==> src/design/blvf_pkg.sv <==
// shared types and constants for the brass lip valve filter
`default_nettype none

package blvf_pkg;

  // register formats
  localparam int COEF_W = 18;
  localparam int GAIN_W = 16;
  localparam int CFG_W = 18;
  localparam int CFG_IDX_W = 2;

  // shared multiplier: operand a carries coefficients, gain, lip opening and square input
  localparam int MUL_A_W = 25;
  localparam int SQ_W = 24;
  localparam int T_W = 17;
  localparam int POLE_SHIFT = 16;
  localparam int SQ_SHIFT = 32;
  localparam int STATE_INT_BITS = 8;

  localparam logic [T_W-1:0] T_ONE = 17'h10000;

  localparam logic signed [COEF_W-1:0] FB_ONE_RESET = 18'sd0;
  localparam logic signed [COEF_W-1:0] FB_TWO_RESET = -18'sd65144;
  localparam logic [GAIN_W-1:0] GAIN_RESET = 16'd1966;

  localparam logic [CFG_IDX_W-1:0] CFG_FEEDBACK_ONE = 2'd0;
  localparam logic [CFG_IDX_W-1:0] CFG_FEEDBACK_TWO = 2'd1;
  localparam logic [CFG_IDX_W-1:0] CFG_INPUT_GAIN = 2'd2;

  typedef enum logic [3:0] {
    ST_IDLE,
    ST_MUL_GAIN,
    ST_MUL_POLE1,
    ST_MUL_POLE2,
    ST_ADD_POLE2,
    ST_SAT,
    ST_MUL_SQUARE,
    ST_MUL_MIX,
    ST_DONE
  } state_t;

  typedef enum logic [2:0] {
    MUL_GAIN,
    MUL_POLE1,
    MUL_POLE2,
    MUL_SQUARE,
    MUL_MIX
  } mul_sel_t;

  typedef struct packed {
    mul_sel_t mul_sel;
    logic     in_load;
    logic     acc_load;
    logic     acc_add;
    logic     sat_en;
    logic     out_load;
    logic     prod_hold;
  } cmd_t;

endpackage

`default_nettype wire

==> src/design/blvf_ctrl.sv <==
// sequencer for the lip valve datapath and the handshakes on both channels
`default_nettype none

module blvf_ctrl (
  input  wire logic          clk,
  input  wire logic          rst_n,
  input  wire logic          in_valid,
  output logic               in_ready,
  output logic               out_valid,
  input  wire logic          out_ready,
  output blvf_pkg::cmd_t     cmd
);
  import blvf_pkg::*;

  state_t state_r, state_nxt;
  logic   out_valid_r, out_valid_nxt;
  logic   out_free;

  assign out_free = !out_valid_r || out_ready;

  always_ff @(posedge clk) begin
    if (!rst_n) begin
      state_r     <= ST_IDLE;
      out_valid_r <= 1'b0;
    end else begin
      state_r     <= state_nxt;
      out_valid_r <= out_valid_nxt;
    end
  end

  always_comb begin
    state_nxt     = state_r;
    in_ready      = 1'b0;
    cmd.mul_sel   = MUL_GAIN;
    cmd.in_load   = 1'b0;
    cmd.acc_load  = 1'b0;
    cmd.acc_add   = 1'b0;
    cmd.sat_en    = 1'b0;
    cmd.out_load  = 1'b0;
    cmd.prod_hold = 1'b0;
    unique case (state_r)
      ST_IDLE: begin
        in_ready = 1'b1;
        if (in_valid) begin
          cmd.in_load = 1'b1;
          state_nxt   = ST_MUL_GAIN;
        end
      end
      ST_MUL_GAIN: begin
        cmd.mul_sel = MUL_GAIN;
        state_nxt   = ST_MUL_POLE1;
      end
      ST_MUL_POLE1: begin
        cmd.mul_sel  = MUL_POLE1;
        cmd.acc_load = 1'b1;
        state_nxt    = ST_MUL_POLE2;
      end
      ST_MUL_POLE2: begin
        cmd.mul_sel = MUL_POLE2;
        cmd.acc_add = 1'b1;
        state_nxt   = ST_ADD_POLE2;
      end
      ST_ADD_POLE2: begin
        cmd.acc_add = 1'b1;
        state_nxt   = ST_SAT;
      end
      ST_SAT: begin
        cmd.sat_en = 1'b1;
        state_nxt  = ST_MUL_SQUARE;
      end
      ST_MUL_SQUARE: begin
        cmd.mul_sel = MUL_SQUARE;
        state_nxt   = ST_MUL_MIX;
      end
      ST_MUL_MIX: begin
        cmd.mul_sel = MUL_MIX;
        state_nxt   = ST_DONE;
      end
      ST_DONE: begin
        // mixed product waits in the product register until the output is free
        cmd.prod_hold = 1'b1;
        // result goes to the output register once it is free; next beat may enter alongside
        if (out_free) begin
          cmd.out_load = 1'b1;
          in_ready     = 1'b1;
          if (in_valid) begin
            cmd.in_load = 1'b1;
            state_nxt   = ST_MUL_GAIN;
          end else begin
            state_nxt = ST_IDLE;
          end
        end
      end
      default: begin
        state_nxt = ST_IDLE;
      end
    endcase
  end

  always_comb begin
    if (cmd.out_load) begin
      out_valid_nxt = 1'b1;
    end else if (out_ready) begin
      out_valid_nxt = 1'b0;
    end else begin
      out_valid_nxt = out_valid_r;
    end
  end

  assign out_valid = out_valid_r;

endmodule

`default_nettype wire

==> config.mk <==
export PLATFORM = sky130hd
export DESIGN_NAME = blvf_ctrl
export DESIGN_NICKNAME = d
export VERILOG_FILES = /design/src/design/blvf_pkg.sv /design/src/design/blvf_ctrl.sv
export SDC_FILE = /design/constraint.sdc
export NUM_CORES = 1
export LEC_CHECK = 0
export BUFFER_PORTS_ARGS = -buffer_cell sky130_fd_sc_hd__buf_2
export CAP_MARGIN = 10
export CORE_AREA = 8 8 45 47
export CTS_CLUSTER_SIZE = 8
export DETAILED_ROUTE_END_ITERATION = 10
export DIE_AREA = 0 0 53 55
export SYNTH_ARGS = -nofsm -noshare
export SYNTH_HDL_FRONTEND = slang
export SYNTH_SLANG_ARGS = --single-unit
==> constraint.sdc <==
create_clock -name clk -period 1.5 [get_ports clk]
set_clock_uncertainty 0.1 [all_clocks]
set_input_delay 0.075 -clock clk [delete_from_list [all_inputs] [get_ports clk]]
set_output_delay 0.075 -clock clk [all_outputs]
set_load 0.01 [all_outputs]
* Word-level counts from Yosys, hierarchy flattened
Index checks and enable logic that the tools add are counted.
** Word-level totals
- Register bits :: 5
- Bits in latches :: 0
- Bits in writable memories :: 0
- Bits in read-only memories :: 0
- Output and inout bits :: 11
- Word-level logic and storage cells :: 34
- Memories :: 0
** Operators by class
- Add/subtract/negate cells :: 0
- Multiply operators :: 0
- Div/mod/pow operators :: 0
- $lt $le $gt $ge :: 0
- Equality and inequality tests :: 10
- Shift operators :: 0
- Muxes and demuxes :: 16
- Bitwise logic cells :: 0
- Reductions and logical operators :: 6
** Operators by type and width (count)
- 4-bit one-hot mux with 9 select lines :: 1
- 4-bit by 3-bit == test with 1-bit output (second input constant) :: 4
- 3-bit one-hot mux with 4 select lines :: 1
- 1-bit two-way mux :: 9
- 4-bit by 2-bit == test with 1-bit output (second input constant) :: 2
- 4-bit two-way mux :: 2
- 4-bit by 1-bit == test with 1-bit output (second input constant) :: 1
- 4-bit == test (second input constant) :: 1
- 4-bit logical NOT :: 1
- 2-bit inequality test (second input constant) :: 2
- 1-bit one-hot mux with 2 select lines :: 2
- 2-bit two-way mux :: 1
- 2-bit AND reduction :: 1
- 2-bit nonzero test :: 1
- 2-bit OR reduction :: 1
- 1-bit logical NOT :: 1
- 1-bit logical OR :: 1

* Logic depth before layout (Yosys ltp)
Gate-level depths: netlist of the first run.
- Word-level depth :: 5
- Gate-level depth with buffers :: 4
- Gate-level depth less buffers :: 3

* Worst setup path after synthesis of the first run
OpenSTA, ideal clock, no wires.
- Path type :: register to output
- From :: reg out_valid_r (netlist: out_valid)
- To :: out cmd[5] (netlist bit)
- Data arrival time :: 1.185 ns
- Path slack :: 0.140 ns
- Cell stages (with the launch flop) :: 4
- Buffers on the path :: 0
- Path through :: dfxtp_1 > nor2b_4 > a2111oi_2 > and2_1
** RTL lines
- start: declaration :: RTL line blvf_ctrl.sv:16 : logic out_valid_r, out_valid_nxt;
- start signal: assignment :: RTL line blvf_ctrl.sv:27 : out_valid_r <= out_valid_nxt;
- end: declaration :: RTL line blvf_ctrl.sv:11 : output blvf_pkg::cmd_t cmd

==> metrics.cfg, run 1 <==
[worst_setup_path]
path_class=flop to output pin
worst_setup_path_end_kind=output pin
r2r_start=state_r[0]
critPathMaxFanout=5
setup.worst_path.end=cmd[5]
crit_buf_inv=1
critical_path.top_delay_family=simple AND/OR/NAND/NOR gates
critPathMaxStageDelay_ns=0.30
worstSetupStartpointType=flop
reg2reg_to=state_r[3]
critical-path-slowest-cell=dfxtp_1
worstSetupStartpoint=out_valid
r2r_setup_slack_ns=0.38
crit_path_cell_trace=nor2b_4, a2111oi_4, and2_1, buf_2
crit_arrival_ns=1.27
r2r_cells=4
crit_cells=4
cp.required_ns=1.32

[power]
seq_power_share_pct=39.4
p_per_area_mw_per_mm2=908
p_sw_w=0.000129
p_leak_nw=0.200
clkPwrFrac_pct=37.8
power_frac_comb_pct=22.8
irDropWorstVdd_mv=0.332
switching_share_pct=30.5
internal-power_w=0.000295

[floorplan]
rows=14
die_h_um=55
die_w_um=53
core_area_mm2=0.00138
start_util_pct=24.3
io_pins=15
die_area_mm2=0.00292

[detailed_routing]
drcViolationCount=0
drt-vias-per-instance=4.45
wire_per_inst_um=11.6
ant_nets=0
drt-total-wl_um=824
firstDrtPassIters=4
via_count=316
drt_iter0_markers=3

[synth]
synth.yosys.warnings=0
syn_inst=38
synth_flop_cell=dfxtp_1
synth_edf_count=0
async_flop_share_pct=0
yosys.cell_types.count=19
synth.yosys.seq_area_share_pct=29.7
ys_seq_elements=5
netlist_area_um2=337
avgSynthCellArea_um2=8.86
synth_nets=42

[grt]
grt_pass1_vias=286
antenna_found_initial=0
grt_max_degree=11
grt.total_usage_pct=6.40
gr-total-overflow=0
grt_pass1_wl_mm=1.29

[placed_design]
dp_hpwl_um=612
place_congestion=0.777
placed_cell_area_um2=403
portBuffers=14

[final_layout]
layout.nets=60
layout_common_cells=buf_2 (14), nor2_1 (5), nand2_1 (4)
antennaDiodeCount=0
final_area_um2=467
area_delta_synth_final_pct=38.7
drive_above_1_share_pct=49.1
mostFrequentLayoutCell=buf_2

[timing]
maxSlewViolCount=0
fin_crit_ns=1.45
slew-limit-headroom_pct=82.3
rsz0062_at_grt=yes
tns_ns=0
tightest_slew_ns=0.265
fmax_ghz=0.691
hold_violations=0
setup_viol=0
period_share_pct=96.5

[clock_tree]
clock_latency_ns=0.24
clk_pin_slew_ns=0.05
clock-root-buffer=clkbuf_4
cts_tree=yes
cts_buffer_depth=2
cts_buffers=3
clock_sinks=5
htree_levels=1

[flow_run]
maxCapViolations=0

[hold_path]
hp-class=primary input to flop

[outcome]
outcome=finished clean

logic make-up (layout without fill, tap and decap cells):
| logic type | Yosys count | in the layout | share of synthesized area, % |
|---|---|---|---|
| AOI/OAI and AO/OA | 6 | 6 | 14.5 |
| xor gates and xnor gates | 2 | 2 | 5.21 |
| buffers and inverters | 4 | 21 | 9.29 |
| DFF | 5 | 5 | 29.7 |
| and+or+nand+nor | 21 | 21 | 41.3 |
final cells by class:
| type | instances | area (um^2) |
|---|---|---|
| fill | 156 | 917 |
| timing repair buffer | 17 | 95.1 |
| clock buffer | 4 | 26.3 |
| tap | 16 | 20.0 |
| multi-input combinational | 29 | 218 |
| sequential | 5 | 108 |
repair_timing:
action | 4_1_cts | 5_1_grt
setup buffers | 0 | 1
hold buffers | 1 | 0
gates resized for setup | 2 | 4
endpoints found under the setup margin | 3 | 5
pin swaps | 2 | 1
hold endpoints to repair | 2 | 0
gates cloned | 0 | 0
cells in the mapped netlist (2+ instances only):
cell type	instances	share of area, %
nor3_1	3	4.5
a21oi_1	2	3.0
o21a_1	2	4.5
nor2_1	5	5.6
and2_1	2	3.7
buf_4	2	4.5
nand2_1	4	4.5
nand2b_1	2	3.7
xnor2_1	2	5.2
dfxtp_1	5	30
power groups by stage:
| stage | sequential, W | combinational, W | clock (W) |
|---|---|---|---|
| finish | 0.000167 | 0.0000966 | 0.000160 |
| floorplan | 0.000146 | 0.0000835 | 0 |
| detailed placement | 0.000165 | 0.0000909 | 0 |
| global route | 0.000168 | 0.000106 | 0.000183 |
| CTS | 0.000165 | 0.0000980 | 0.000170 |
| global placement | 0.000164 | 0.0000911 | 0 |
tightest hold or removal path: stages:
cell and delay [ns]:
buf_2 0.10, nor2b_4 0.05, o21a_1 0.18
state kept, by name (all words and copies together), names as in the netlist:
signal / cells
out_valid: 1
state_r: 4
worst min-delay path by stage:
stage / from / to / cells past startpoint
after floorplan: rst_n / state_r[3] / 1
after global placement: rst_n / out_valid / 2
after detailed placement: rst_n / state_r[3] / 2
after CTS: out_ready / out_valid / 3
after global routing: out_ready / out_valid / 3
final: out_ready / out_valid / 3
per-stage QoR:
| stage | util [%] | hold WS, ns | std cells | setup WS, ns | total power (W) |
|---|---|---|---|---|---|
| after floorplan | - | 0.0925 | 38 | 0.140 | 0.000229 |
| after global placement | 29.1 | 0.240 | 65 | 0.196 | 0.000255 |
| after detailed placement | 29.1 | 0.237 | 65 | 0.173 | 0.000255 |
| after CTS | 32.7 | 0.0998 | 70 | 0.000450 | 0.000433 |
| after global routing | 33.7 | 0.103 | 71 | -0.0384 | 0.000457 |
| final | 33.7 | 0.107 | 71 | 0.0525 | 0.000424 |
metal layers:
| layer | vias up | part of all wire (%) | track usage (%) |
|---|---|---|---|
| met2 | 15 | 39 | 7.62 |
| li1 | 162 | - | - |
| met4 | 0 | 1.7 | 7.76 |
| met3 | 2 | 11 | 3.21 |
| met1 | 137 | 48 | 7.31 |
| met5 | - | 0 | 0 |
Note: power is estimated with default switching activity, not from simulation.
==> inputs of run 2 (changes only) <==
--- a/config.mk
+++ b/config.mk
@@ -11,6 +11,7 @@
 export CTS_CLUSTER_SIZE = 8
 export DETAILED_ROUTE_END_ITERATION = 10
 export DIE_AREA = 0 0 53 55
+export GPL_TIMING_DRIVEN = 0
 export SYNTH_ARGS = -nofsm -noshare
 export SYNTH_HDL_FRONTEND = slang
 export SYNTH_SLANG_ARGS = --single-unit
==> run 2 against run 1 <==
Against the previous run:
- global-route usage is 0.10 points higher
- via count is 6.6% higher
- flip-flop and latch count stayed put
- setup slack worse by 0.027 ns
- clock power is 5% lower
- non-clock buffer count is 6 higher
- combinational power is 26% higher
- routed wire length is 10% higher
- hold slack better by 0.040 ns
- first-iteration DRC count is 67% higher
- register-to-register slack worse by 0.12 ns
- power is 2.4% higher
- largest cell class unchanged
- largest power group unchanged
==> metrics.cfg, run 2 (synthesis results as in run 1) <==
[outcome]
outcome=finished clean

[floorplan]
die_area_mm2=0.00292
io_pins=15
die_h_um=55
core_area_mm2=0.00138
die_w_um=53
rows=14
start_util_pct=24.3

[worst_setup_path]
critPathMaxStageDelay_ns=0.31
crit_path_cell_trace=buf_6, nand2_1, or2_1, a21oi_2, buf_2
worstSetupStartpointType=flop
cp.required_ns=1.32
worst_setup_path_end_kind=output pin
critical-path-slowest-cell=dfxtp_1
critical_path.top_delay_family=simple AND/OR/NAND/NOR gates
crit_arrival_ns=1.30
crit_buf_inv=2
path_class=flop to output pin
critPathMaxFanout=8

[hold_path]
hp-class=primary input to flop

[timing]
hold_ws_ns=0.147
period_share_pct=98.3
fin_crit_ns=1.47
tns_ns=0
slew-limit-headroom_pct=82.4
fmax_ghz=0.678
setup_viol=0
maxSlewViolCount=0
rsz0062_at_grt=yes
tightest_slew_ns=0.263
hold_violations=0

[power]
power_frac_comb_pct=28.2
clkPwrFrac_pct=35.1
internal-power_w=0.000308
p_per_area_mw_per_mm2=831
switching_share_pct=29.0
power.total_w=0.000434
p_leak_nw=0.232
p_sw_w=0.000126
seq_power_share_pct=36.7
irDropWorstVdd_mv=0.247

[final_layout]
drive_above_1_share_pct=57.4
top_register=state_r
finish.utilization_pct=37.7
antennaDiodeCount=0
area_delta_synth_final_pct=55.0
largest_register_ffs=4
mostFrequentLayoutCell=buf_2
layout.nets=66
finalNonFillerCells=77
nFillCells=132
layout_common_cells=buf_2 (13), buf_4 (8), nor2_1 (5)

[clock_tree]
clock_sinks=5
cts_tree=yes
clock-root-buffer=clkbuf_4
cts_buffers=3
cts_buffer_depth=2
clk_pin_slew_ns=0.04
clock_latency_ns=0.24
htree_levels=1

[detailed_routing]
wire_per_inst_um=11.8
firstDrtPassIters=4
drcViolationCount=0
drt-total-wl_um=909
via_count=337
ant_nets=0
drt-vias-per-instance=4.38
drt_iter0_markers=5

[grt]
gr-total-overflow=0
grt_pass1_wl_mm=1.35
grt_pass1_vias=330
grt_max_degree=11
antenna_found_initial=0
gr-usage-met1_pct=7.59
grt_busiest_layer=met2
grt_use_met3_pct=2.67
grt.met2_usage_pct=8.59
grt.total_usage_pct=6.50

[placed_design]
place_congestion=0.768
dp.cells=68
portBuffers=14
dp_hpwl_um=627

[flow_run]
maxCapViolations=0

## run 2: changes by cell type in the layout (fill, tap and decap cells not counted), sizes merged
cell	change
buf	+6
## run 2: layout make-up
class / count / area, um^2 / share of cell area, %
multi-input combinational: 29 / 224 / 42.9
timing repair buffer: 22 / 135 / 25.9
sequential: 5 / 105 / 20.1
clock buffer: 4 / 26.3 / 5.04
tap: 16 / 20.0 / 3.84
buffer: 1 / 11.3 / 2.16
## run 2: worst paths after layout
path | from | slack (ns) | cells past startpoint | endpoint
worst max-delay path | state_r[0] | 0.03 | 5 | cmd[3]
worst min-delay path | in_valid | 0.15 | 3 | state_r[0]
worst max register to register | state_r[0] | 0.26 | 5 | state_r[3]
worst min register to register | state_r[2] | 0.47 | 2 | state_r[2]
## run 2: worst min-delay path: stages
cell and delay, ns:
buf_2 0.10, nor3_1 0.18, nor4b_2 0.08
## run 2: per-layer routing
metal,share of wire [%],vias up
met5,0,-
met4,0,0
met3,8.9,0
met2,45,11
met1,46,154
li1,-,172
## run 2: power groups by stage
stage	registers [W]	clock network, W	logic [W]
floorplan	0.000146	0	0.0000835
global placement	0.000146	0	0.000117
detailed placement	0.000146	0	0.000119
CTS	0.000149	0.000160	0.000130
global route	0.000160	0.000172	0.000136
finish	0.000159	0.000152	0.000122
## run 2: what timing repair did
item | in CTS | in global routing
gates cloned | 0 | 0
pin swaps | 3 | 3
hold buffers | 1 | 0
resized for setup | 5 | 4
setup buffers | 2 | 5
hold endpoints to repair | 1 | 0
setup endpoints to repair | 2 | 3
## run 2: per-stage QoR
step,area [um^2],setup slack [ns]
final,522,0.0259
after global routing,522,-0.0483
after CTS,494,0.00526
after detailed placement,427,0.183
after global placement,427,0.199
after floorplan,337,0.140
==> inputs of run 3 (changes only) <==
--- a/config.mk
+++ b/config.mk
@@ -12,6 +12,7 @@
 export DETAILED_ROUTE_END_ITERATION = 10
 export DIE_AREA = 0 0 53 55
 export GPL_TIMING_DRIVEN = 0
+export PLACE_DENSITY = 0.5
 export SYNTH_ARGS = -nofsm -noshare
 export SYNTH_HDL_FRONTEND = slang
 export SYNTH_SLANG_ARGS = --single-unit
==> run 3 against run 2 <==
Against the previous run:
- cell count unchanged
- register-to-register slack barely moved
- sequential power shrank 8%
- combinational power rose by 18%
- sequential share of layout area is 0.29 points lower
- critical path depth decreased by 1
- flip-flop and latch count unchanged
==> metrics.cfg, run 3 (synthesis results as in run 1) <==
[hold_path]
hold_path_depth=3
hp-class=primary input to flop
worstHoldEndpoint=out_valid
min-delay-start=out_ready

[final_layout]
layout.nets=66
area_delta_synth_final_pct=55.4
antennaDiodeCount=0
largest_register_ffs=4
drive_above_1_share_pct=55.7
top_register=state_r
finalNonFillerCells=77
mostFrequentLayoutCell=buf_2
finish.utilization_pct=37.8
layout_common_cells=buf_2 (14), buf_4 (5), nor2_1 (5)
final_area_um2=523

[worst_setup_path]
worstSetupStartpoint=state_r[0]
cp.required_ns=1.32
reg2reg_to=state_r[3]
r2r_setup_slack_ns=0.25
worstSetupStartpointType=flop
r2r_start=state_r[0]
worst_setup_path_end_kind=output pin
r2r_cells=5
crit_arrival_ns=1.28
critPathMaxFanout=6
path_class=flop to output pin

[floorplan]
io_pins=15
core_area_mm2=0.00138
rows=14
start_util_pct=24.3
die_w_um=53
die_h_um=55
die_area_mm2=0.00292

[power]
clkPwrFrac_pct=35.7
p_sw_w=0.000139
p_leak_nw=0.236
p_per_area_mw_per_mm2=865
switching_share_pct=30.8
power_frac_comb_pct=31.9
irDropWorstVdd_mv=0.469
internal-power_w=0.000313
seq_power_share_pct=32.4

[clock_tree]
cts_buffer_depth=2
clock_latency_ns=0.25
clock-root-buffer=clkbuf_4
htree_levels=1
clk_pin_slew_ns=0.05
cts_buffers=3
cts_tree=yes
clock_sinks=5

[placed_design]
dp_slack_ns=0.179
dp_hpwl_um=575
placed_cell_area_um2=427
portBuffers=14
dp.cells=68
place_congestion=0.651

[grt]
grt_max_degree=11
grt_busiest_layer=met2
grt.total_usage_pct=6.00
gr-usage-met1_pct=5.45
grt_pass1_vias=303
gr-total-overflow=0
grt_pass1_wl_mm=1.24
grt.met2_usage_pct=9.57
antenna_found_initial=0
grt_use_met3_pct=4.28

[timing]
slew-limit-headroom_pct=83.5
rsz0062_at_grt=yes
fin_ws_ns=0.0440
maxSlewViolCount=0
tightest_slew_ns=0.247
tns_ns=0
fmax_ghz=0.687
setup_viol=0
hold_violations=0
fin_crit_ns=1.46
period_share_pct=97.1

[outcome]
outcome=finished clean

[detailed_routing]
drt_iter0_markers=1
ant_nets=0
via_count=331
firstDrtPassIters=2
drcViolationCount=0
drt-vias-per-instance=4.30
wire_per_inst_um=11.5
drt-total-wl_um=887

[flow_run]
maxCapViolations=0

-- run 3: cell count changes in the layout (fill, tap and decap cells not counted), sizes merged --
cell	change
clkbuf	-1
clkinv	+1
-- run 3: per-layer routing --
metal	part of all wire (%)	wire length [um]	up-vias
met5	0	0	-
met4	2.1	19	0
met2	43	381	16
met1	44	391	140
li1	-	-	173
met3	11	94	2
-- run 3: area by class of cell --
type                    instances  area, um^2
clock inverters                 1        5.00
multi-input cells              29         220
flip-flops and latches          5         104
fillers                       149         861
repair buffers                 20         121
well taps                      16        20.0
plain buffers                   3        30.0
clock buffers                   3        22.5
-- run 3: through the flow --
step | total power [W] | hold slack (ns)
3_5_place_dp | 0.000264 | 0.237
5_1_grt | 0.000486 | 0.110
2_1_floorplan | 0.000229 | 0.0925
4_1_cts | 0.000434 | 0.0964
3_3_place_gp | 0.000263 | 0.239
6_report | 0.000452 | 0.105
-- run 3: worst max path at each step --
stage                        end  slack, ns  depth (start not counted)
after floorplan           cmd[5]       0.14                          3
after global placement    cmd[1]       0.18                          4
after detailed placement  cmd[1]       0.18                          5
after CTS                 cmd[5]      -0.03                          4
after global routing      cmd[5]      -0.05                          4
final                     cmd[5]       0.04                          4
-- run 3: timing repair --
item / in CTS / in global routing
gates resized for setup: 3 / 7
cloned: 0 / 1
setup buffers: 1 / 3
hold endpoints to repair: 2 / 0
setup endpoints to repair: 2 / 4
pin swaps: 1 / 3
hold buffers: 1 / 0
-- run 3: worst max-delay path: stages (launching register included) --
cell	delay, ns
dfxtp_2	0.31
buf_6	0.13
a2111oi_4	0.31
and2_1	0.16
buf_2	0.12
-- run 3: power by group through the flow --
stage	Sequential, W	Clock, W	Combinational [W]
floorplan	0.000146	0	0.0000835
global placement	0.000146	0	0.000117
detailed placement	0.000146	0	0.000118
CTS	0.000144	0.000168	0.000122
global route	0.000147	0.000181	0.000158
finish	0.000146	0.000162	0.000144
